--- src/rtl/srm_pkg.sv ---
// ----------------------------------------------------------------------------
// srm_pkg
// Shared types and constants for the string rotation match unit.
// ----------------------------------------------------------------------------
`default_nettype none

package srm_pkg;

  localparam int MAX_LEN_DEF = 64;

  // Command codes carried in item.cmd
  localparam logic [1:0] CMD_APPEND_FIRST  = 2'd0;
  localparam logic [1:0] CMD_APPEND_SECOND = 2'd1;
  localparam logic [1:0] CMD_COMPARE       = 2'd2;

  typedef struct packed {
    logic [1:0] cmd;
    logic [7:0] ch;
  } item_t;

  typedef struct packed {
    logic is_rotation;
    logic overflow;
  } result_t;

  // Sequencer to top-level status
  typedef struct packed {
    logic busy;
    logic done;
    logic match;
  } srm_status_t;

  typedef enum logic [1:0] {
    ST_IDLE,
    ST_READ,
    ST_CHECK
  } srm_state_t;

endpackage

`default_nettype wire

--- src/rtl/srm_ram.sv ---
// ----------------------------------------------------------------------------
// srm_ram
// Generic single-write, single-read RAM with registered read data.
// ----------------------------------------------------------------------------
`default_nettype none

module srm_ram #(
  parameter int WIDTH = 8,
  parameter int DEPTH = srm_pkg::MAX_LEN_DEF,
  localparam int AW   = (DEPTH > 1) ? $clog2(DEPTH) : 1
) (
  input  wire logic             clk,
  input  wire logic             wr_en,
  input  wire logic [AW-1:0]    wr_addr,
  input  wire logic [WIDTH-1:0] wr_data,
  input  wire logic [AW-1:0]    rd_addr,
  output logic      [WIDTH-1:0] rd_data
);

  logic [WIDTH-1:0] mem [DEPTH];

  always_ff @(posedge clk) begin
    if (wr_en) begin
      mem[wr_addr] <= wr_data;
    end
    rd_data <= mem[rd_addr];
  end

endmodule

`default_nettype wire

--- src/rtl/srm_ctrl.sv ---
// ----------------------------------------------------------------------------
// srm_ctrl
// Rotation search sequencer: walks start offsets and byte positions, driving
// both buffer read ports and one shared byte comparator.
// ----------------------------------------------------------------------------
`default_nettype none

module srm_ctrl #(
  parameter int MAX_LEN = srm_pkg::MAX_LEN_DEF,
  localparam int AW     = (MAX_LEN > 1) ? $clog2(MAX_LEN) : 1
) (
  input  wire logic                clk,
  input  wire logic                rst,
  input  wire logic                start,
  input  wire logic [AW-1:0]       last_idx,
  input  wire logic [7:0]          first_byte,
  input  wire logic [7:0]          second_byte,
  output logic      [AW-1:0]       first_addr,
  output logic      [AW-1:0]       second_addr,
  output srm_pkg::srm_status_t     status
);

  srm_pkg::srm_state_t state, state_next;

  logic [AW-1:0] last;
  logic [AW-1:0] rot;   // start offset
  logic [AW-1:0] pos;   // position in second string
  logic [AW-1:0] idx;   // (rot + pos) mod n in first string

  logic same;
  logic last_pos;
  logic last_rot;

  assign same     = (first_byte == second_byte);
  assign last_pos = (pos == last);
  assign last_rot = (rot == last);

  assign first_addr  = idx;
  assign second_addr = pos;

  always_comb begin
    state_next = state;
    unique case (state)
      srm_pkg::ST_IDLE: begin
        if (start) state_next = srm_pkg::ST_READ;
      end
      srm_pkg::ST_READ: begin
        state_next = srm_pkg::ST_CHECK;
      end
      srm_pkg::ST_CHECK: begin
        if ((same && last_pos) || (!same && last_rot)) begin
          state_next = srm_pkg::ST_IDLE;
        end else begin
          state_next = srm_pkg::ST_READ;
        end
      end
      default: state_next = srm_pkg::ST_IDLE;
    endcase
  end

  always_comb begin
    status.busy  = (state != srm_pkg::ST_IDLE);
    status.done  = 1'b0;
    status.match = 1'b0;
    if (state == srm_pkg::ST_CHECK) begin
      status.done  = (same && last_pos) || (!same && last_rot);
      status.match = same && last_pos;
    end
  end

  always_ff @(posedge clk) begin
    if (rst) begin
      state <= srm_pkg::ST_IDLE;
    end else begin
      state <= state_next;
    end
  end

  always_ff @(posedge clk) begin
    if (state == srm_pkg::ST_IDLE && start) begin
      last <= last_idx;
      rot  <= '0;
      pos  <= '0;
      idx  <= '0;
    end else if (state == srm_pkg::ST_CHECK) begin
      if (same) begin
        // advance along the current rotation
        pos <= pos + 1'b1;
        idx <= (idx == last) ? '0 : idx + 1'b1;
      end else begin
        // try the next start offset
        rot <= rot + 1'b1;
        pos <= '0;
        idx <= rot + 1'b1;
      end
    end
  end

endmodule

`default_nettype wire

--- src/rtl/string_rotation_match_unit.sv ---
// ----------------------------------------------------------------------------
// string_rotation_match_unit
// Builds two byte strings from append beats and reports on compare whether
// the second is a cyclic rotation of the first.
// ----------------------------------------------------------------------------
//
//  channel  | handshake                   | payload
//  ---------+-----------------------------+---------------------------------
//  item     | item_valid / item_ready     | item   (cmd, ch)
//  result   | result_valid / result_ready | result (is_rotation, overflow)
//
// Append beats write their byte into a buffer unless it is full. A compare beat
// with unequal or zero lengths answers from the result register in the next
// cycle; otherwise the search reads one byte pair at a time, a READ and then
// a CHECK state per pair, through the single byte comparator behind the
// registered read ports of the two buffers. item_ready is low during the
// search, and a compare beat is held off while an earlier result still
// waits. Reset clears lengths, overflow and control.
`default_nettype none

module string_rotation_match_unit #(
  parameter int MAX_LEN = srm_pkg::MAX_LEN_DEF
) (
  input  wire logic             clk,
  input  wire logic             rst,
  input  wire logic             item_valid,
  output logic                  item_ready,
  input  wire srm_pkg::item_t   item,
  output logic                  result_valid,
  input  wire logic             result_ready,
  output srm_pkg::result_t      result
);

  localparam int AW = (MAX_LEN > 1) ? $clog2(MAX_LEN) : 1;
  localparam int LW = $clog2(MAX_LEN + 1);

  logic [LW-1:0] first_length;
  logic [LW-1:0] second_length;
  logic          overflow_seen;

  logic [7:0]    first_byte;
  logic [7:0]    second_byte;
  logic [AW-1:0] first_addr;
  logic [AW-1:0] second_addr;

  srm_pkg::srm_status_t status;

  logic accept;
  logic is_cmp;
  logic app_first;
  logic app_second;
  logic first_full;
  logic second_full;
  logic len_equal;
  logic start;
  logic [AW-1:0] last_idx;

  assign is_cmp     = (item.cmd == srm_pkg::CMD_COMPARE);
  assign item_ready = !status.busy && !(is_cmp && result_valid);
  assign accept     = item_valid && item_ready;

  assign first_full  = (first_length == LW'(MAX_LEN));
  assign second_full = (second_length == LW'(MAX_LEN));
  assign app_first   = accept && (item.cmd == srm_pkg::CMD_APPEND_FIRST);
  assign app_second  = accept && (item.cmd == srm_pkg::CMD_APPEND_SECOND);

  assign len_equal = (first_length == second_length);
  assign start     = accept && is_cmp && len_equal && (first_length != '0);
  assign last_idx  = AW'(first_length - 1'b1);

  srm_ram #(.WIDTH(8), .DEPTH(MAX_LEN)) u_first_ram (
    .clk     (clk),
    .wr_en   (app_first && !first_full),
    .wr_addr (first_length[AW-1:0]),
    .wr_data (item.ch),
    .rd_addr (first_addr),
    .rd_data (first_byte)
  );

  srm_ram #(.WIDTH(8), .DEPTH(MAX_LEN)) u_second_ram (
    .clk     (clk),
    .wr_en   (app_second && !second_full),
    .wr_addr (second_length[AW-1:0]),
    .wr_data (item.ch),
    .rd_addr (second_addr),
    .rd_data (second_byte)
  );

  srm_ctrl #(.MAX_LEN(MAX_LEN)) u_ctrl (
    .clk         (clk),
    .rst         (rst),
    .start       (start),
    .last_idx    (last_idx),
    .first_byte  (first_byte),
    .second_byte (second_byte),
    .first_addr  (first_addr),
    .second_addr (second_addr),
    .status      (status)
  );

  // lengths and overflow flag
  always_ff @(posedge clk) begin
    if (rst) begin
      first_length  <= '0;
      second_length <= '0;
      overflow_seen <= 1'b0;
    end else if (accept && is_cmp) begin
      first_length  <= '0;
      second_length <= '0;
      overflow_seen <= 1'b0;
    end else begin
      if (app_first) begin
        if (first_full) overflow_seen <= 1'b1;
        else            first_length  <= first_length + 1'b1;
      end
      if (app_second) begin
        if (second_full) overflow_seen <= 1'b1;
        else             second_length <= second_length + 1'b1;
      end
    end
  end

  // result register; overflow is captured at the compare beat
  always_ff @(posedge clk) begin
    if (rst) begin
      result_valid <= 1'b0;
    end else if (accept && is_cmp && !start) begin
      result_valid <= 1'b1;
    end else if (status.done) begin
      result_valid <= 1'b1;
    end else if (result_ready) begin
      result_valid <= 1'b0;
    end
  end

  always_ff @(posedge clk) begin
    if (accept && is_cmp) begin
      result.overflow    <= overflow_seen;
      result.is_rotation <= len_equal;
    end else if (status.done) begin
      result.is_rotation <= status.match;
    end
  end

`ifndef SYNTH
  a_done_gives_result: assert property (
    @(posedge clk) disable iff (rst) status.done |=> result_valid
  ) else $error("search finished without a result");

  a_busy_no_pending: assert property (
    @(posedge clk) disable iff (rst) status.busy |-> !result_valid
  ) else $error("result pending while search runs");

  a_addr_in_range: assert property (
    @(posedge clk) disable iff (rst)
      status.busy |-> (first_addr <= u_ctrl.last) && (second_addr <= u_ctrl.last)
  ) else $error("read address beyond string length");
`endif

endmodule

`default_nettype wire

--- config.mk ---
export PLATFORM = sky130hd
export DESIGN_NAME = string_rotation_match_unit
export DESIGN_NICKNAME = d
export VERILOG_FILES = /design/src/rtl/srm_pkg.sv /design/src/rtl/srm_ram.sv /design/src/rtl/srm_ctrl.sv /design/src/rtl/string_rotation_match_unit.sv
export SDC_FILE = /design/constraint.sdc
export NUM_CORES = 1
export LEC_CHECK = 0
export BUFFER_PORTS_ARGS = -buffer_cell sky130_fd_sc_hd__buf_2
export CORE_MARGIN = 3
export CORE_UTILIZATION = 47
export CTS_CLUSTER_DIAMETER = 120
export DETAILED_ROUTE_END_ITERATION = 6
export HOLD_SLACK_MARGIN = 0.12
export SLEW_MARGIN = 20
export SYNTH_ARGS = -nofsm -noshare
export SYNTH_HDL_FRONTEND = slang
export SYNTH_SLANG_ARGS = --single-unit
--- constraint.sdc ---
create_clock -name clk -period 7.6 [get_ports clk]
set_clock_uncertainty 0.15 [all_clocks]
set_input_delay 0.76 -clock clk [delete_from_list [all_inputs] [get_ports clk]]
set_output_delay 0.76 -clock clk [all_outputs]
set_load 0.005 [all_outputs]
Yosys cells after proc, flatten, opt, wreduce, memory -nomap -nowiden:

Memories as Yosys holds them, arrays and structs flattened. A register that Yosys moved wholly into a read port is not among the register bits.
Cells that the tools add are included.

* register bits: 44
* memories kept: 2
* RAM bits: 1024
* output and inout bits: 4
* input bits: 14
* word-level logic and storage cells: 85

* equality and inequality tests: 12
* multiplexer cells: 20
* add/sub/neg operators: 6
* bitwise logic cells: 3
* reductions and logical operators: 31

Memories
* u_first_ram.mem: words 64, width 8, read ports 1, clocked after memory_dff 1, write ports 1, RTL line srm_ram.sv:20 `logic [WIDTH-1:0] mem [DEPTH];`
* u_second_ram.mem: words 64, width 8, read ports 1, clocked after memory_dff 1, write ports 1, RTL line srm_ram.sv:20

Operators with widths (count)
* $add A6 B1 Y6 const B: 3
* $eq A6 B6 Y1: 3
* $mux W6: 3
* $add A7 B1 Y7 const B: 2
* $eq A7 B7 Y1 const B: 2
* $logic_and A1 B1 Y1: 14
* $mux W1: 14
* $eq A8 B8 Y1: 1
* $eq A7 B7 Y1: 1
* $reduce_bool A7 Y1: 1
* $logic_not A1 Y1: 6
* $pmux W2 S3: 1
* $reduce_and A2 Y1: 3
* $sub A6 B1 Y6 const B: 1
* $eq A2 B1 Y1 const B: 2
* $eq A2 B2 Y1 const B: 2
* $logic_not A2 Y1: 2
* $mux W2: 2
* $reduce_bool A2 Y1: 2
* $not A1 Y1: 3
* $reduce_bool A3 Y1: 1
* $ne A2 B2 Y1 const B: 1
* $reduce_or A2 Y1: 1
* $logic_or A1 B1 Y1: 1

Logic depth before layout (Yosys ltp):

* depth after elaboration: 11
* depth in mapped cells: 10
* depth with buffers taken out: 8

By module:

A second synthesis with hierarchy kept.

* cell total of the unflattened synthesis: 2161
* area total of the unflattened synthesis: 42976.2 um2

Modules (own cells, without submodules)
* srm_ram: cells an instance 940, instances 2, seq. area each 15534.9 um2, area each 20166.8 um2
* srm_ctrl: cells an instance 156, instances 1, seq. area each 580.6 um2, area each 1511.4 um2
* string_rotation_match_unit: cells an instance 125, instances 1, seq. area each 380.4 um2, area each 1131.1 um2

Worst setup path after synthesis:

No wires, ideal clock.

* path type: flip-flop to flip-flop
* start: reg first_length[0]
* end: mem u_first_ram.mem[51][0], enable pin
* setup slack: 4716 ps
* required time: 7080 ps
* path buffers: 2
* cell stages (with the launch flop): 11
* setup time: 370 ps
* clock period less this slack: 2884 ps
* arrival: 2363 ps
* cells stage by stage: dfxtp_1 -> clkbuf_1 -> inv_1 -> ha_1 -> nor2b_1 -> nand3_1 -> and3b_1 -> clkbuf_1 -> nor2b_1 -> nand3_1 -> nor2_1

* cells in the longest elaborated chain, start to end: 5

Ends and longest elaborated chain
* start: declaration: RTL line string_rotation_match_unit.sv:37 `logic [LW-1:0] first_length;`
* start signal: assignment: RTL line string_rotation_match_unit.sv:114 `else first_length <= first_length + 1'b1;`
* $eq A7 B7 Y1: RTL line string_rotation_match_unit.sv:62 `assign first_full = (first_length == LW'(MAX_LEN));`
* $logic_not A1 Y1: RTL line string_rotation_match_unit.sv:73 `.wr_en (app_first && !first_full),`
* $logic_and A1 B1 Y1: RTL line string_rotation_match_unit.sv:73
* $mux W1: RTL line srm_ram.sv:23 `if (wr_en) begin`
* $mux W1 (not written as such): RTL line srm_ram.sv:24 `mem[wr_addr] <= wr_data;`
* end: declaration: RTL line srm_ram.sv:20

Several ways; a longest one is shown, not always the timed one.

==> results by group <==
Status
  • Status: finished, final reports clean

Floorplan
  • Core Rows: 109
  • Die width: 307 um
  • Initial core utilization: 47.8%
  • Core area: 0.0892 mm^2
  • Io pins: 18
  • Die area: 0.0943 mm^2
  • Die Ht: 307 um

Worst setup path
  • Worst EP required: 7970 ps
  • Worst R2R Path Depth: 7
  • RR Startpoint: u_ctrl.second_addr[0]$_SDFFE_PP0N_
  • Startpoint Class: flip-flop
  • WS Path Type: flip-flop to flip-flop
  • R2R Path End: u_second_ram.rd_data[7]$_DFF_P_
  • CP Capture Type: flip-flop
  • Critical Path Fanout Max: 48
  • Flop2flop setup slack: 3930 ps
  • WP data arrival: 4040 ps

Clock tree
  • TritonCTS clock tree: done
  • Worst-path clk slew: 60 ps
  • CTS Hold Bufs: 1
  • H-tree levels: 3
  • Post-CTS Setup Bufs: 0
  • CTS sink cnt: 1,084
  • Root Driver: clkbuf_16
  • Clock latency on the worst-skew pair: 680 ps
  • Clock buffer depth: 3
  • Inserted Clock Buffers: 107
  • Cts repair resizes: 0

Logic synthesis
  • #FFs+latches synth: 1,084
  • Post-synth EDFFs: 1,032
  • Warnings, synthesis: 0
  • Mapped Area: 0.0426 mm^2
  • Post-synth top flop: edfxtp_1
  • Sequential share of the synthesized area: 75.2%
  • Synth async-reset ratio: 0%
  • Distinct cells, synth: 55
  • Cells after synthesis: 2,120
  • Post-synth net total: 2,141
  • Syn Area/Cell: 20.1 um^2

STA
  • TNS Setup: 0 ps
  • Max Fclk: 273 MHz
  • Pins Over Slew Limit: 0
  • Worst relative slew slack: 25.2%
  • Tcrit/Tclk final: 48.2%
  • RSZ-0062 raised after global routing: false
  • Slew @ Worst Pin: 1120 ps
  • Hold violation count in the final report: 0
  • Final Setup Violations: 0
  • Final min period: 3670 ps
  • Hold slack: 271 ps

Detailed routing
  • Detail Route Antenna Nets: 0
  • Number of remaining DRC errors: 0
  • Initial DRC count: 1,897
  • Vias per Instance: 5.91
  • Final WL: 95,000 um
  • Wirelength per Cell: 27.9 um
  • Vias: 20,100
  • Initial DRT Pass Iterations: 6

Final layout
  • Layout area overhead: 11.5%
  • Fin area: 0.0475 mm^2
  • Nets: 2,171
  • Share of layout cells above drive strength 1: 22.6%
  • Finished Layout Cells: 3,410
  • Commonest cells after routing, fill and taps aside: 1,032 x edfxtp_1, 268 x mux4_2, 186 x nor2_1
  • Commonest non-fill, non-tap cell in the layout: edfxtp_1

Place
  • Number of port buffers: 17
  • GPL Wtd Cong: 0.832
  • Dpl hpwl: 56,800 um
  • Placement Cell Area: 0.0438 mm^2
  • Placed insts: 3,205

Hold path
  • Hold path start: overflow_seen$_SDFF_PP0_
  • Class of the worst hold path: flip-flop to flip-flop
  • Worst Hold End: result[0]$_DFFE_PP_
  • Hold Crit Depth: 0

GRT
  • GRT Resource Usage Total: 20.6%
  • Vias in the first global route: 20,800
  • Antenna violations before repair: 0
  • Remaining global-route overflow: 0
  • First-pass GRT wire length: 142,000 um
  • Pin count of the biggest net entering global routing: 77

Pwr
  • Total power: 15,700 uW
  • Max IR drop VDD: 0.226 mV
  • Pwr Density: 330 mW/mm^2
  • P_leak: 0.0149 uW

Job
  • MaxCap Viol Count: 0
## cell type report
class / count / area (um^2)
fillers: 6958 / 41700
flip-flops and latches: 1084 / 32100
multi-input cells: 908 / 9950
clock buffers: 141 / 2920
well taps: 1165 / 1460
clock inverters: 62 / 792
repair buffers: 40 / 284
inverters: 9 / 33.8
diodes: 1 / 2.50
## cell families (layout without fill, tap and decap cells)
logic type                 count (synthesis)  count (layout)  share of synthesized area [%]
adders and majority gates                  7               7                          0.206
DFF                                     1084            1084                           75.2
AOI/OAI and AO/OA                        141             141                           2.16
other                                      0               1                              0
muxes                                    337             337                           15.8
buffers and inverters                    128             252                           1.49
xor gates and xnor gates                  58              58                           1.19
and+or+nand+nor                          365             365                           3.95
## synth_stat cells, types with 7 or more instances
cell	number	area, um^2
mux4_2	268	6040
nand3b_1	12	90.1
buf_2	28	140
mux2_2	13	146
xor2_1	41	359
a22oi_1	29	218
nand2_1	64	240
o21ai_0	31	155
nand3_1	18	90.1
xnor2_1	17	149
nor3_1	14	70.1
inv_1	9	33.8
a211oi_1	16	120
mux2i_1	56	561
ha_1	7	87.6
buf_4	13	97.6
dfxtp_1	52	1040
buf_1	14	52.6
clkbuf_1	54	203
nor2_1	186	698
edfxtp_1	1032	31000
buf_6	9	101
a21oi_1	31	155
nor2b_1	22	138
## stage by stage
step / setup slack (ps) / util, %
6_report: 3930 / 53.2
5_1_grt: 3690 / 53.2
4_1_cts: 3840 / 53.2
3_5_place_dp: 3590 / 49.1
3_3_place_gp: 3590 / 49.1
2_1_floorplan: 4720 / -
## report_power, final
group	leakage (uW)	switching, uW	internal, uW
combinational	0.00343	1650	1520
sequential	0.00970	376	6640
clock	0.00181	2260	3210
## per-layer routing
metal / global-route usage, % / part of all wire (%) / vias up
li1: - / - / 8703
met1: 30.5 / 44 / 10600
met2: 31.9 / 48 / 655
met3: 3.90 / 6.5 / 135
met4: 5.12 / 1.9 / 0
met5: 0 / 0 / -
## worst max path at each step
stage / startpoint / endpoint / slack, ps / cells past startpoint
after floorplan: first_length[0]$_SDFFE_PP0P_ / u_first_ram.mem[51][0]$_DFFE_PP_ / 4720 / 10
after global placement: item[9] / u_first_ram.mem[63][0]$_DFFE_PP_ / 3590 / 5
after detailed placement: item[9] / u_first_ram.mem[63][6]$_DFFE_PP_ / 3590 / 5
after CTS: u_ctrl.first_addr[0]$_SDFFE_PP0N_ / u_first_ram.rd_data[4]$_DFF_P_ / 3840 / 4
after global routing: first_length[0]$_SDFFE_PP0P_ / u_first_ram.mem[35][4]$_DFFE_PP_ / 3690 / 8
final: u_ctrl.second_addr[0]$_SDFFE_PP0N_ / u_second_ram.rd_data[7]$_DFF_P_ / 3930 / 7
## worst max-delay path, stage by stage (launching register included)
cell and delay, ps:
dfxtp_4 700, buf_4 830, mux4_2 440, mux2i_1 110, mux2_2 340, o21ai_0 280
a21oi_1 70, o21ai_0 490
## sequential cells by signal, summed over array words and instances, names as in the netlist
name and flops:
u_ctrl.state 2, u_first_ram.rd_data 8, result 2, u_second_ram.mem 512, u_first_ram.mem 512, u_ctrl.rot 6, u_ctrl.last 6, overflow_seen 1
second_length 7, u_ctrl.second_addr 6, first_length 7, u_second_ram.rd_data 8, result_valid 1, u_ctrl.first_addr 6
Note: power is estimated with default switching activity, not from simulation.
